==> config.mk <==
export PLATFORM = sky130hd
export DESIGN_NAME = radix_digit_converter_core
export DESIGN_NICKNAME = d
export VERILOG_FILES = /design/src/hw/rtl/rdc_pkg.sv /design/src/hw/rtl/rdc_datapath.sv /design/src/hw/rtl/rdc_ctrl.sv /design/src/hw/rtl/radix_digit_converter_core.sv
export SDC_FILE = /design/constraint.sdc
export NUM_CORES = 1
export LEC_CHECK = 0
export ABC_AREA = 1
export BUFFER_PORTS_ARGS = -buffer_cell sky130_fd_sc_hd__clkbuf_2
export CAP_MARGIN = 20
export CORE_UTILIZATION = 52
export DETAILED_ROUTE_END_ITERATION = 10
export PLACE_DENSITY = 0.73
export SLEW_MARGIN = 40
export SYNTH_ARGS = -nofsm -noshare
export SYNTH_HDL_FRONTEND = slang
export SYNTH_SLANG_ARGS = --single-unit
==> constraint.sdc <==
create_clock -name clk -period 3 [get_ports clk]
set_input_delay 0.15 -clock clk [delete_from_list [all_inputs] [get_ports clk]]
set_output_delay 0.15 -clock clk [all_outputs]
set_load 0.005 [all_outputs]
==> src/hw/rtl/rdc_pkg.sv <==
// ----------------------------------------------------------------------------
// rdc_pkg
// Shared constants, types and helper functions for the radix digit converter.
// ----------------------------------------------------------------------------
package rdc_pkg;

  // Width of the value to convert and depth of the digit store.
  localparam int VALUE_BITS = 31;
  localparam int MAX_DIGITS = 31;

  // Derived widths.
  localparam int BIT_CNT_W = $clog2(VALUE_BITS);
  localparam int IDX_W     = $clog2(MAX_DIGITS);
  localparam int CNT_W     = $clog2(MAX_DIGITS + 1);

  // Fixed field widths.
  localparam int RADIX_W = 6;
  localparam int CHAR_W  = 7;

  // Radix limits; requests outside are saturated.
  localparam logic [RADIX_W-1:0] RADIX_MIN = RADIX_W'(2);
  localparam logic [RADIX_W-1:0] RADIX_MAX = RADIX_W'(36);

  // Character constants.
  localparam logic [CHAR_W-1:0] CHAR_ZERO  = CHAR_W'(48);
  localparam logic [CHAR_W-1:0] CHAR_LOWER = CHAR_W'(97);
  localparam logic [CHAR_W-1:0] CHAR_UPPER = CHAR_W'(65);
  localparam logic [CHAR_W-1:0] CHAR_Z_LOW = CHAR_W'(122);
  localparam logic [RADIX_W-1:0] DEC_TEN   = RADIX_W'(10);

  // Controller states.
  typedef enum logic [1:0] {
    ST_IDLE,
    ST_DIVIDE,
    ST_READ,
    ST_SEND
  } rdc_state_t;

  // Commands from the controller to the datapath.
  typedef struct packed {
    logic load;       // capture a new request
    logic div_step;   // one restoring division step
    logic emit_next;  // step to the next less significant digit
  } rdc_cmd_t;

  // Status from the datapath to the controller.
  typedef struct packed {
    logic bit_last;     // current step is the last of one division
    logic div_more;     // another digit must be produced
    logic digit_final;  // the digit being sent is the least significant one
  } rdc_status_t;

  // Map a digit value to its ASCII code.
  function automatic logic [CHAR_W-1:0] digit_to_ascii(input logic [RADIX_W-1:0] d,
                                                       input logic lower);
    logic [CHAR_W-1:0] base;
    base = lower ? CHAR_LOWER : CHAR_UPPER;
    if (d < DEC_TEN) begin
      return CHAR_ZERO + CHAR_W'(d);
    end else begin
      return base + CHAR_W'(d - DEC_TEN);
    end
  endfunction

endpackage

==> src/hw/rtl/rdc_datapath.sv <==
// ----------------------------------------------------------------------------
// rdc_datapath
// Bit-serial restoring divider, digit store and output digit formatting.
// ----------------------------------------------------------------------------
module rdc_datapath
  import rdc_pkg::*;
(
  input  logic                  clk,
  input  logic                  rst_n,
  input  rdc_cmd_t              cmd,
  output rdc_status_t           status,
  input  logic [VALUE_BITS-1:0] in_value,
  input  logic [RADIX_W-1:0]    in_radix,
  input  logic                  in_lowercase,
  output logic [CHAR_W-1:0]     out_digit_char,
  output logic                  out_last_digit
);

  logic [VALUE_BITS-1:0] quot_r, quot_nxt;
  logic [RADIX_W-1:0]    rem_r, rem_nxt;
  logic [RADIX_W-1:0]    radix_r, radix_nxt;
  logic                  lower_r, lower_nxt;
  logic [BIT_CNT_W-1:0]  bit_cnt_r, bit_cnt_nxt;
  logic [CNT_W-1:0]      cnt_r, cnt_nxt;

  logic [RADIX_W:0]      trial;
  logic                  trial_ge;
  logic [RADIX_W-1:0]    step_rem;
  logic [VALUE_BITS-1:0] step_quot;
  logic [RADIX_W-1:0]    radix_sat;

  logic [RADIX_W-1:0]    store_mem [MAX_DIGITS];
  logic [RADIX_W-1:0]    rd_data_r;
  logic [IDX_W-1:0]      wr_idx;
  logic [IDX_W-1:0]      rd_idx;
  logic                  store_we;

  // Saturate the requested radix into the supported range.
  always_comb begin
    if (in_radix < RADIX_MIN) begin
      radix_sat = RADIX_MIN;
    end else if (in_radix > RADIX_MAX) begin
      radix_sat = RADIX_MAX;
    end else begin
      radix_sat = in_radix;
    end
  end

  // One restoring division step: shift in the next dividend bit and subtract.
  assign trial     = {rem_r, quot_r[VALUE_BITS-1]};
  assign trial_ge  = (trial >= {1'b0, radix_r});
  assign step_rem  = trial_ge ? RADIX_W'(trial - {1'b0, radix_r}) : RADIX_W'(trial);
  assign step_quot = {quot_r[VALUE_BITS-2:0], trial_ge};

  // Status toward the controller.
  assign status.bit_last    = (bit_cnt_r == '0);
  assign status.div_more    = (step_quot != '0) && (cnt_r != CNT_W'(MAX_DIGITS - 1));
  assign status.digit_final = (cnt_r == CNT_W'(1));

  // Next-state logic of the datapath registers.
  always_comb begin
    quot_nxt    = quot_r;
    rem_nxt     = rem_r;
    radix_nxt   = radix_r;
    lower_nxt   = lower_r;
    bit_cnt_nxt = bit_cnt_r;
    cnt_nxt     = cnt_r;
    if (cmd.load) begin
      quot_nxt    = in_value;
      rem_nxt     = '0;
      radix_nxt   = radix_sat;
      lower_nxt   = in_lowercase;
      bit_cnt_nxt = BIT_CNT_W'(VALUE_BITS - 1);
      cnt_nxt     = '0;
    end else if (cmd.div_step) begin
      quot_nxt = step_quot;
      if (status.bit_last) begin
        // Remainder is complete: it goes to the store, next division starts.
        rem_nxt     = '0;
        bit_cnt_nxt = BIT_CNT_W'(VALUE_BITS - 1);
        cnt_nxt     = cnt_r + CNT_W'(1);
      end else begin
        rem_nxt     = step_rem;
        bit_cnt_nxt = bit_cnt_r - BIT_CNT_W'(1);
      end
    end else if (cmd.emit_next) begin
      cnt_nxt = cnt_r - CNT_W'(1);
    end
  end

  always_ff @(posedge clk) begin
    if (!rst_n) begin
      quot_r    <= '0;
      cnt_r     <= '0;
      bit_cnt_r <= '0;
    end else begin
      quot_r    <= quot_nxt;
      cnt_r     <= cnt_nxt;
      bit_cnt_r <= bit_cnt_nxt;
    end
  end

  always_ff @(posedge clk) begin
    rem_r   <= rem_nxt;
    radix_r <= radix_nxt;
    lower_r <= lower_nxt;
  end

  // Digit store: written at the digit count, read at the digit to send.
  assign store_we = cmd.div_step && status.bit_last;
  assign wr_idx   = cnt_r[IDX_W-1:0];
  assign rd_idx   = IDX_W'(cnt_r - CNT_W'(1));

  always_ff @(posedge clk) begin
    if (store_we) begin
      store_mem[wr_idx] <= step_rem;
    end
    rd_data_r <= store_mem[rd_idx];
  end

  // Output formatting from the registered store data.
  assign out_digit_char = digit_to_ascii(rd_data_r, lower_r);
  assign out_last_digit = status.digit_final;

endmodule

==> src/hw/rtl/rdc_ctrl.sv <==
// ----------------------------------------------------------------------------
// rdc_ctrl
// Controller state machine: accept, divide per digit, then send the digits.
// ----------------------------------------------------------------------------
module rdc_ctrl
  import rdc_pkg::*;
(
  input  logic        clk,
  input  logic        rst_n,
  input  logic        in_valid,
  output logic        in_stall,
  output logic        out_valid,
  input  logic        out_stall,
  input  rdc_status_t status,
  output rdc_cmd_t    cmd
);

  rdc_state_t state_r, state_nxt;

  // Next state.
  always_comb begin
    state_nxt = state_r;
    case (state_r)
      ST_IDLE: begin
        if (in_valid) begin
          state_nxt = ST_DIVIDE;
        end
      end
      ST_DIVIDE: begin
        if (status.bit_last && !status.div_more) begin
          state_nxt = ST_READ;
        end
      end
      ST_READ: begin
        state_nxt = ST_SEND;
      end
      ST_SEND: begin
        if (!out_stall) begin
          state_nxt = status.digit_final ? ST_IDLE : ST_READ;
        end
      end
      default: begin
        state_nxt = ST_IDLE;
      end
    endcase
  end

  always_ff @(posedge clk) begin
    if (!rst_n) begin
      state_r <= ST_IDLE;
    end else begin
      state_r <= state_nxt;
    end
  end

  // Outputs and datapath commands.
  always_comb begin
    in_stall      = 1'b1;
    out_valid     = 1'b0;
    cmd.load      = 1'b0;
    cmd.div_step  = 1'b0;
    cmd.emit_next = 1'b0;
    case (state_r)
      ST_IDLE: begin
        in_stall = 1'b0;
        cmd.load = in_valid;
      end
      ST_DIVIDE: begin
        cmd.div_step = 1'b1;
      end
      ST_READ: begin
      end
      ST_SEND: begin
        out_valid     = 1'b1;
        cmd.emit_next = !out_stall && !status.digit_final;
      end
      default: begin
      end
    endcase
  end

endmodule

==> src/hw/rtl/radix_digit_converter_core.sv <==
// ----------------------------------------------------------------------------
// radix_digit_converter_core
// Converts a non-negative integer to ASCII digits in radix 2 to 36.
// ----------------------------------------------------------------------------
// Each digit is made by one pass of the bit-serial divider over the value bits.
// All digits of a request are divided first, then each digit is read from the
// store and then sent, and a send can be held by a stall on the result side.
// One request is converted at a time; the input is free again in the cycle
// after the last digit is taken.
// Synchronous active-low reset returns the controller to idle with no result.
module radix_digit_converter_core
  import rdc_pkg::*;
(
  input  logic                  clk,
  input  logic                  rst_n,
  input  logic                  in_valid,
  output logic                  in_stall,
  input  logic [VALUE_BITS-1:0] in_value,
  input  logic [RADIX_W-1:0]    in_radix,
  input  logic                  in_lowercase,
  output logic                  out_valid,
  input  logic                  out_stall,
  output logic [CHAR_W-1:0]     out_digit_char,
  output logic                  out_last_digit
);

  rdc_cmd_t    cmd;
  rdc_status_t status;

  // Controller.
  rdc_ctrl u_ctrl (
    .clk       (clk),
    .rst_n     (rst_n),
    .in_valid  (in_valid),
    .in_stall  (in_stall),
    .out_valid (out_valid),
    .out_stall (out_stall),
    .status    (status),
    .cmd       (cmd)
  );

  // Datapath.
  rdc_datapath u_datapath (
    .clk            (clk),
    .rst_n          (rst_n),
    .cmd            (cmd),
    .status         (status),
    .in_value       (in_value),
    .in_radix       (in_radix),
    .in_lowercase   (in_lowercase),
    .out_digit_char (out_digit_char),
    .out_last_digit (out_last_digit)
  );

  // No new request is taken while digits are being sent.
  a_no_accept_while_sending: assert property (@(posedge clk) disable iff (!rst_n)
    out_valid |-> in_stall)
    else $error("request accepted while digits are being sent");

  // An accepted request blocks the input on the next cycle.
  a_busy_after_accept: assert property (@(posedge clk) disable iff (!rst_n)
    (in_valid && !in_stall) |=> in_stall)
    else $error("input not blocked after accepting a request");

  // Digits always lie in the code range from digit zero to lowercase z.
  a_char_range: assert property (@(posedge clk) disable iff (!rst_n)
    out_valid |-> (out_digit_char >= CHAR_ZERO && out_digit_char <= CHAR_Z_LOW))
    else $error("digit character out of range");

  // After the final digit is taken the block is idle again.
  a_idle_after_last: assert property (@(posedge clk) disable iff (!rst_n)
    (out_valid && !out_stall && out_last_digit) |=> (!out_valid && !in_stall))
    else $error("block not idle after the final digit");

endmodule
* Word level (Yosys, flattened, before mapping)
Memory sizes are Yosys's and may differ from the RTL's. A register that Yosys moved wholly into a read port is not among the register bits.
Cells that the tools add are included.
** Word-level totals
- Memories kept :: 1
- RAM bits :: 186
- Bits in latches :: 0
- Bits in registers :: 56
- Word-level logic and storage cells :: 72
- Input port bits :: 42
- Bits in read-only memories :: 0
- Output and inout port bits :: 10
** Memory list
- u_datapath.store_mem :: depth 31, bits a word 6, read ports 1, clocked after Yosys merged registers in 1, write ports 1, line rdc_datapath.sv:32 : logic [RADIX_W-1:0] store_mem [MAX_DIGITS];
** Operators by class
- Equal/unequal tests :: 9
- Multiplexer cells :: 25
- Multiply operators :: 0
- Reduce and logical (&&, ||, !) cells :: 16
- Divide/modulo/power cells :: 0
- Shift operators :: 0
- Add/subtract/negate cells :: 7
- Bitwise operators :: 1
- Magnitude comparators :: 4
** Operator list (count)
- $mux W31 :: 2
- $reduce_bool A31 Y1 :: 1
- $mux W5 :: 6
- $mux W6 :: 4
- $sub A5 B1 Y5 const B :: 2
- $mux W2 :: 4
- $pmux W2 S4 :: 1
- $add A6 B6 Y7 const A :: 1
- $add A7 B7 Y7 :: 1
- $ge A7 B6 Y1 :: 1
- $mux W1 :: 7
- $mux W7 :: 1
- $sub A6 B4 Y7 const B :: 1
- $gt A6 B6 Y1 const B :: 1
- $lt A6 B2 Y1 const B :: 1
- $lt A6 B4 Y1 const B :: 1
- $ne A2 B2 Y1 const B :: 3
- $sub A6 B6 Y6 :: 1
- $add A5 B1 Y5 const B :: 1
- $eq A5 B1 Y1 const B :: 1
- $logic_not A5 Y1 :: 1
- $ne A5 B5 Y1 const B :: 1
- $eq A2 B2 Y1 const B :: 2
- $logic_and A1 B1 Y1 :: 4
- other kinds (9) :: 13

* Depth between registers and ports, before layout
- Word-level depth :: 7
- Gate-level depth with buffers :: 13
- Gate-level depth less buffers :: 12

* By module
A second synthesis with hierarchy kept.
** Second synthesis, totals
- Cells, all modules :: 1282
- Area total of the unflattened synthesis :: 11619.9 um2
** Modules (own cells, without submodules)
- rdc_datapath :: instances 1, sequential area each 6856.6 um2, cells an instance 1255, area each 11466.0 um2
- rdc_ctrl :: instances 1, sequential area each 40.0 um2, cells an instance 27, area each 153.9 um2

* Worst setup path after synthesis
Ideal clock, no wire load.
- Path kind :: reg-to-reg
- Start :: reg u_datapath.quot_r[30]
- End :: mem u_datapath.store_mem[0][4], data pin
- Library setup time :: 0.456 ns
- Arrival :: 2.488 ns
- Cell stages (with the launch flop) :: 9
- Slack :: 0.056 ns
- Path buffers :: 0
- Required time :: 2.544 ns
- Period minus slack after synthesis :: 2.944 ns
- Cell sequence :: dfxtp_1 -> inv_1 -> ha_1 -> inv_1 -> fa_1 -> nand3_1 -> nand2_1 -> xnor2_1 -> o21ai_0
** On the way
- Word-level cells in the longest chain between the ends :: 2
- Elaborated cells between the ends (all ways) :: 3
- Classes of those cells :: add/sub (1); order compare (1); mux (1)
** RTL lines
- from (decl) :: line rdc_datapath.sv:19 : logic [VALUE_BITS-1:0] quot_r, quot_nxt;
- from (signal assigned) :: line rdc_datapath.sv:97 : quot_r <= quot_nxt;
- $sub A6 B6 Y6 or $ge A7 B6 Y1 (tied branches) :: line rdc_datapath.sv:52, rdc_datapath.sv:51
- $mux W6 * :: line rdc_datapath.sv:52 : assign step_rem = trial_ge ? RADIX_W'(trial - {1'b0, radix_r}) : RADIX_W'(trial);
- named net u_datapath.step_rem[4] :: line rdc_datapath.sv:28 : logic [RADIX_W-1:0] step_rem;
- to (decl) :: line rdc_datapath.sv:32
Mark *: on every way through the listed nets, which the timed path passes. The rest lies on a longest branch.

* Worst setup path in the final report
- Start :: reg u_datapath.radix_r[2]
- End :: reg u_ctrl.state_r[0]
** On the way
- Word-level cells in the longest chain between the ends :: 7
** RTL lines
- from (decl) :: line rdc_datapath.sv:21 : logic [RADIX_W-1:0] radix_r, radix_nxt;
- from (signal assigned) :: line rdc_datapath.sv:105 : radix_r <= radix_nxt;
- $ge A7 B6 Y1 :: line rdc_datapath.sv:51 : assign trial_ge = (trial >= {1'b0, radix_r});
- $reduce_bool A31 Y1 :: line rdc_datapath.sv:57 : assign status.div_more = (step_quot != '0) && (cnt_r != CNT_W'(MAX_DIGITS - 1));
- $logic_and A1 B1 Y1 :: line rdc_datapath.sv:57
- $logic_not A1 Y1 :: line rdc_ctrl.sv:30 : if (status.bit_last && !status.div_more) begin
- $logic_and A1 B1 Y1 :: line rdc_ctrl.sv:30
- $ne A2 B1 Y1 (no line)
- $reduce_and A3 Y1 (no line)
- to (signal assigned) :: line rdc_ctrl.sv:52 : state_r <= state_nxt;
- to (decl) :: line rdc_ctrl.sv:18 : rdc_state_t state_r, state_nxt;
Every way passes these cells.
A chain may end at the register's enable or synchronous reset.

==> results.toml <==
[die]
coreArea_um2 = 20400
start_util_pct = 53.4
die_h_um = 147
die_x_um = 147
die_area_um2 = 21600
row_count = 52
io_pins = 52

[global_routing]
grt_usage_pct = 22.9
grt_max_degree = 80
grt_pass1_vias = 7690
grt_pass1_wl_um = 39300
overflow = 0
antenna_found_initial = 0

[setup_path]
critPathKind = "reg2reg"
cp-end-kind = "flop"
path_max_fanout = 10
arrival_ns = 2.81
critPathLaunch = "u_datapath.radix_r[2]"
cp-start-kind = "flop"
crit_required_ns = 3.41
reg2reg_from = "u_datapath.radix_r[2]"

[clock_tree]
cts_made_buffers = 26
cts-root-buf = "clkbuf_16"
h-tree-depth = 1
clock_latency_ns = 0.52
cts_sinks = 248
cts_tree = "done"
clk_pin_slew_ns = 0.06
clockBufferDepth = 3

[logic_synthesis]
synth_top_area_share_pct = 53.1
ys_types = 39
synth_area_leaders = "edfxtp_1, dfxtp_1, nor2_1"
synth-seq-cells = 248
yosysSeqAreaShare_pct = 63.2
ys_warn_count = 0
synth_nets = 1128
synthesis.area_um2 = 10900
netlist_instances = 1064
synth_area_per_cell_um2 = 10.3
yosysTopAreaCell = "edfxtp_1"

[final_layout]
postLayoutCoreUtil_pct = 61.7
antenna-diode-count = 0
syn_to_final_growth_pct = 15.6
layout-drive-gt1-share_pct = 11.8
final_nets = 1211

[power_and_ir_drop]
p_leak_nw = 4.69
power_density_nw_per_um2 = 826
vdd_drop_max_v = 0.000584

[route]
routedWlPerCell_um = 17.0
drc = 0
vias_per_cell = 5.56
routed_wirelength_um = 24400
drt_iter0_markers = 774
drt-pass1-iter-count = 5
drtAntennaViolNets = 0
vias = 7980

[flow_run]
cap_violations = 0

[worst_hold_path]
hold_start = "in_radix[4]"
min_path_type = "in2reg"

[place]
gp_congestion = 0.811
numPortBuffers = 51
place_hpwl_um = 14700
pre_cts_ws_ns = 0.692

[timing]
slew_headroom_pct = 46.4
fin_tns_setup_ns = 0
hold_violations = 0
period_needed_ns = 2.40
rsz0062_at_grt = "no"
skew_ns = 0.0134
slew_viol_final = 0
setup_violations = 0
worst_slack_ns = 0.599
timing.hold.ws_ns = 0.0626
min_period_over_period_pct = 80.0
worst_slew_pin_slew_ns = 0.800
max_freq_mhz = 417

[run_status]
status = "finished, final reports clean"
-- state kept, by name, indices dropped and copies added (netlist names), 2 cells and up --
name,cells
u_datapath.store_mem,186
u_ctrl.state_r,2
u_datapath.rd_data_r,6
u_datapath.bit_cnt_r,5
u_datapath.quot_r,31
u_datapath.rem_r,6
u_datapath.cnt_r,5
u_datapath.radix_r,6
-- cells in the final DEF (no fill, tap or decap), types with 4 or more instances in the layout --
| cell | instances |
|---|---|
| o211ai_1 | 49 |
| nand2_2 | 5 |
| and2_1 | 6 |
| xnor2_1 | 4 |
| xor2_1 | 8 |
| inv_1 | 49 |
| nand3_1 | 56 |
| o21ai_0 | 103 |
| inv_2 | 10 |
| a21oi_1 | 13 |
| clkinv_1 | 4 |
| clkbuf_2 | 51 |
| dfxtp_1 | 54 |
| edfxtp_1 | 193 |
| a31oi_1 | 32 |
| dlygate4sd3_1 | 41 |
| buf_4 | 17 |
| nand2_1 | 169 |
| nor2_1 | 204 |
| clkbuf_16 | 27 |
| clkinv_2 | 7 |
| clkbuf_1 | 8 |
| ha_1 | 19 |
| o21ai_2 | 5 |
-- report_power, final --
part	switching (mW)	leakage, nW	internal (mW)
Sequential	0.131	2.23	4.47
Combinational	1.87	2.06	0.896
Clock	1.25	0.401	1.81
Total	3.25	4.69	7.18
-- logic make-up after synthesis --
group,after synthesis,share of synthesized area [%]
compound gates,211,11.4
xor+xnor,13,1.11
fa+ha+maj,22,2.66
buf+inv,116,4.68
flops,248,63.2
simple gates,454,17.0
-- synth_stat cells --
library cell,instances
o21ai_2,1
ha_1,20
o21ai_1,3
a21o_1,1
dfxtp_1,55
a21oi_1,13
o31ai_1,1
nand3_2,2
clkinv_1,2
xnor2_1,4
o211ai_1,49
nor2_4,1
buf_2,18
and2_1,7
xor2_2,1
clkbuf_2,3
or2_0,1
a31oi_1,32
a221oi_1,2
clkbuf_1,24
inv_1,49
o41ai_1,1
o21ai_0,107
or2_2,1
inv_2,10
buf_6,3
nand2_1,169
edfxtp_1,193
nor2_2,2
nand2_2,5
nand4_1,3
nor3_1,2
nor2_1,204
buf_4,7
nand3_1,56
xor2_1,8
fa_1,2
o21bai_1,1
or2_4,1
-- final cells by class --
type / count / area (um2)
clock inverter: 11 / 103
clock buffer: 35 / 706
tap: 270 / 338
fill: 1638 / 7820
inverter: 61 / 229
timing repair buffer: 110 / 813
multi-input combinational: 700 / 3530
sequential: 248 / 6900
-- stage by stage --
| stage | cell area (um2) | power, mW | std cells |
|---|---|---|---|
| 2_1_floorplan | 10900 | 6.44 | 1064 |
| 3_3_place_gp | 11400 | 7.31 | 1348 |
| 3_5_place_dp | 11400 | 7.39 | 1348 |
| 4_1_cts | 12600 | 10.5 | 1435 |
| 5_1_grt | 12600 | 11.0 | 1435 |
| 6_report | 12600 | 10.4 | 1435 |
-- metal layers --
metal  up-vias  global-route usage [%]  part of all wire [%]
met3        24                    3.66                   5.4
met1      3838                    31.0                    44
met4         0                    5.63                   1.0
met5         -                       0                     0
met2       255                    38.7                    50
li1       3863                       -                     -
-- worst paths after layout --
kind	endpoint	depth (start not counted)	slack, ns
max reg2reg	u_ctrl.state_r[0]	14	0.60
min	u_datapath.radix_r[4]	3	0.06
max	u_ctrl.state_r[0]	14	0.60
min reg2reg	u_datapath.rem_r[1]	2	0.47
-- what timing repair did --
action	4_1_cts	5_1_grt
hold buffers	41	0
hold endpoints to repair	43	0
buffers inserted	0	0
resized for setup	0	0
-- critical path: stages (launching register included) --
cell and delay [ns]:
edfxtp_1 0.31, inv_1 0.04, ha_1 0.35, nand2_1 0.08
nand2_1 0.05, nor2_2 0.16, nor2_1 0.06, nor2_1 0.14
buf_4 0.21, nand2_1 0.07, nand2_1 0.06, nand3_1 0.09
nand2_1 0.07, nor2_1 0.04, dlygate4sd3_1 0.55
No activity file was read; power rests on OpenSTA's default activity.
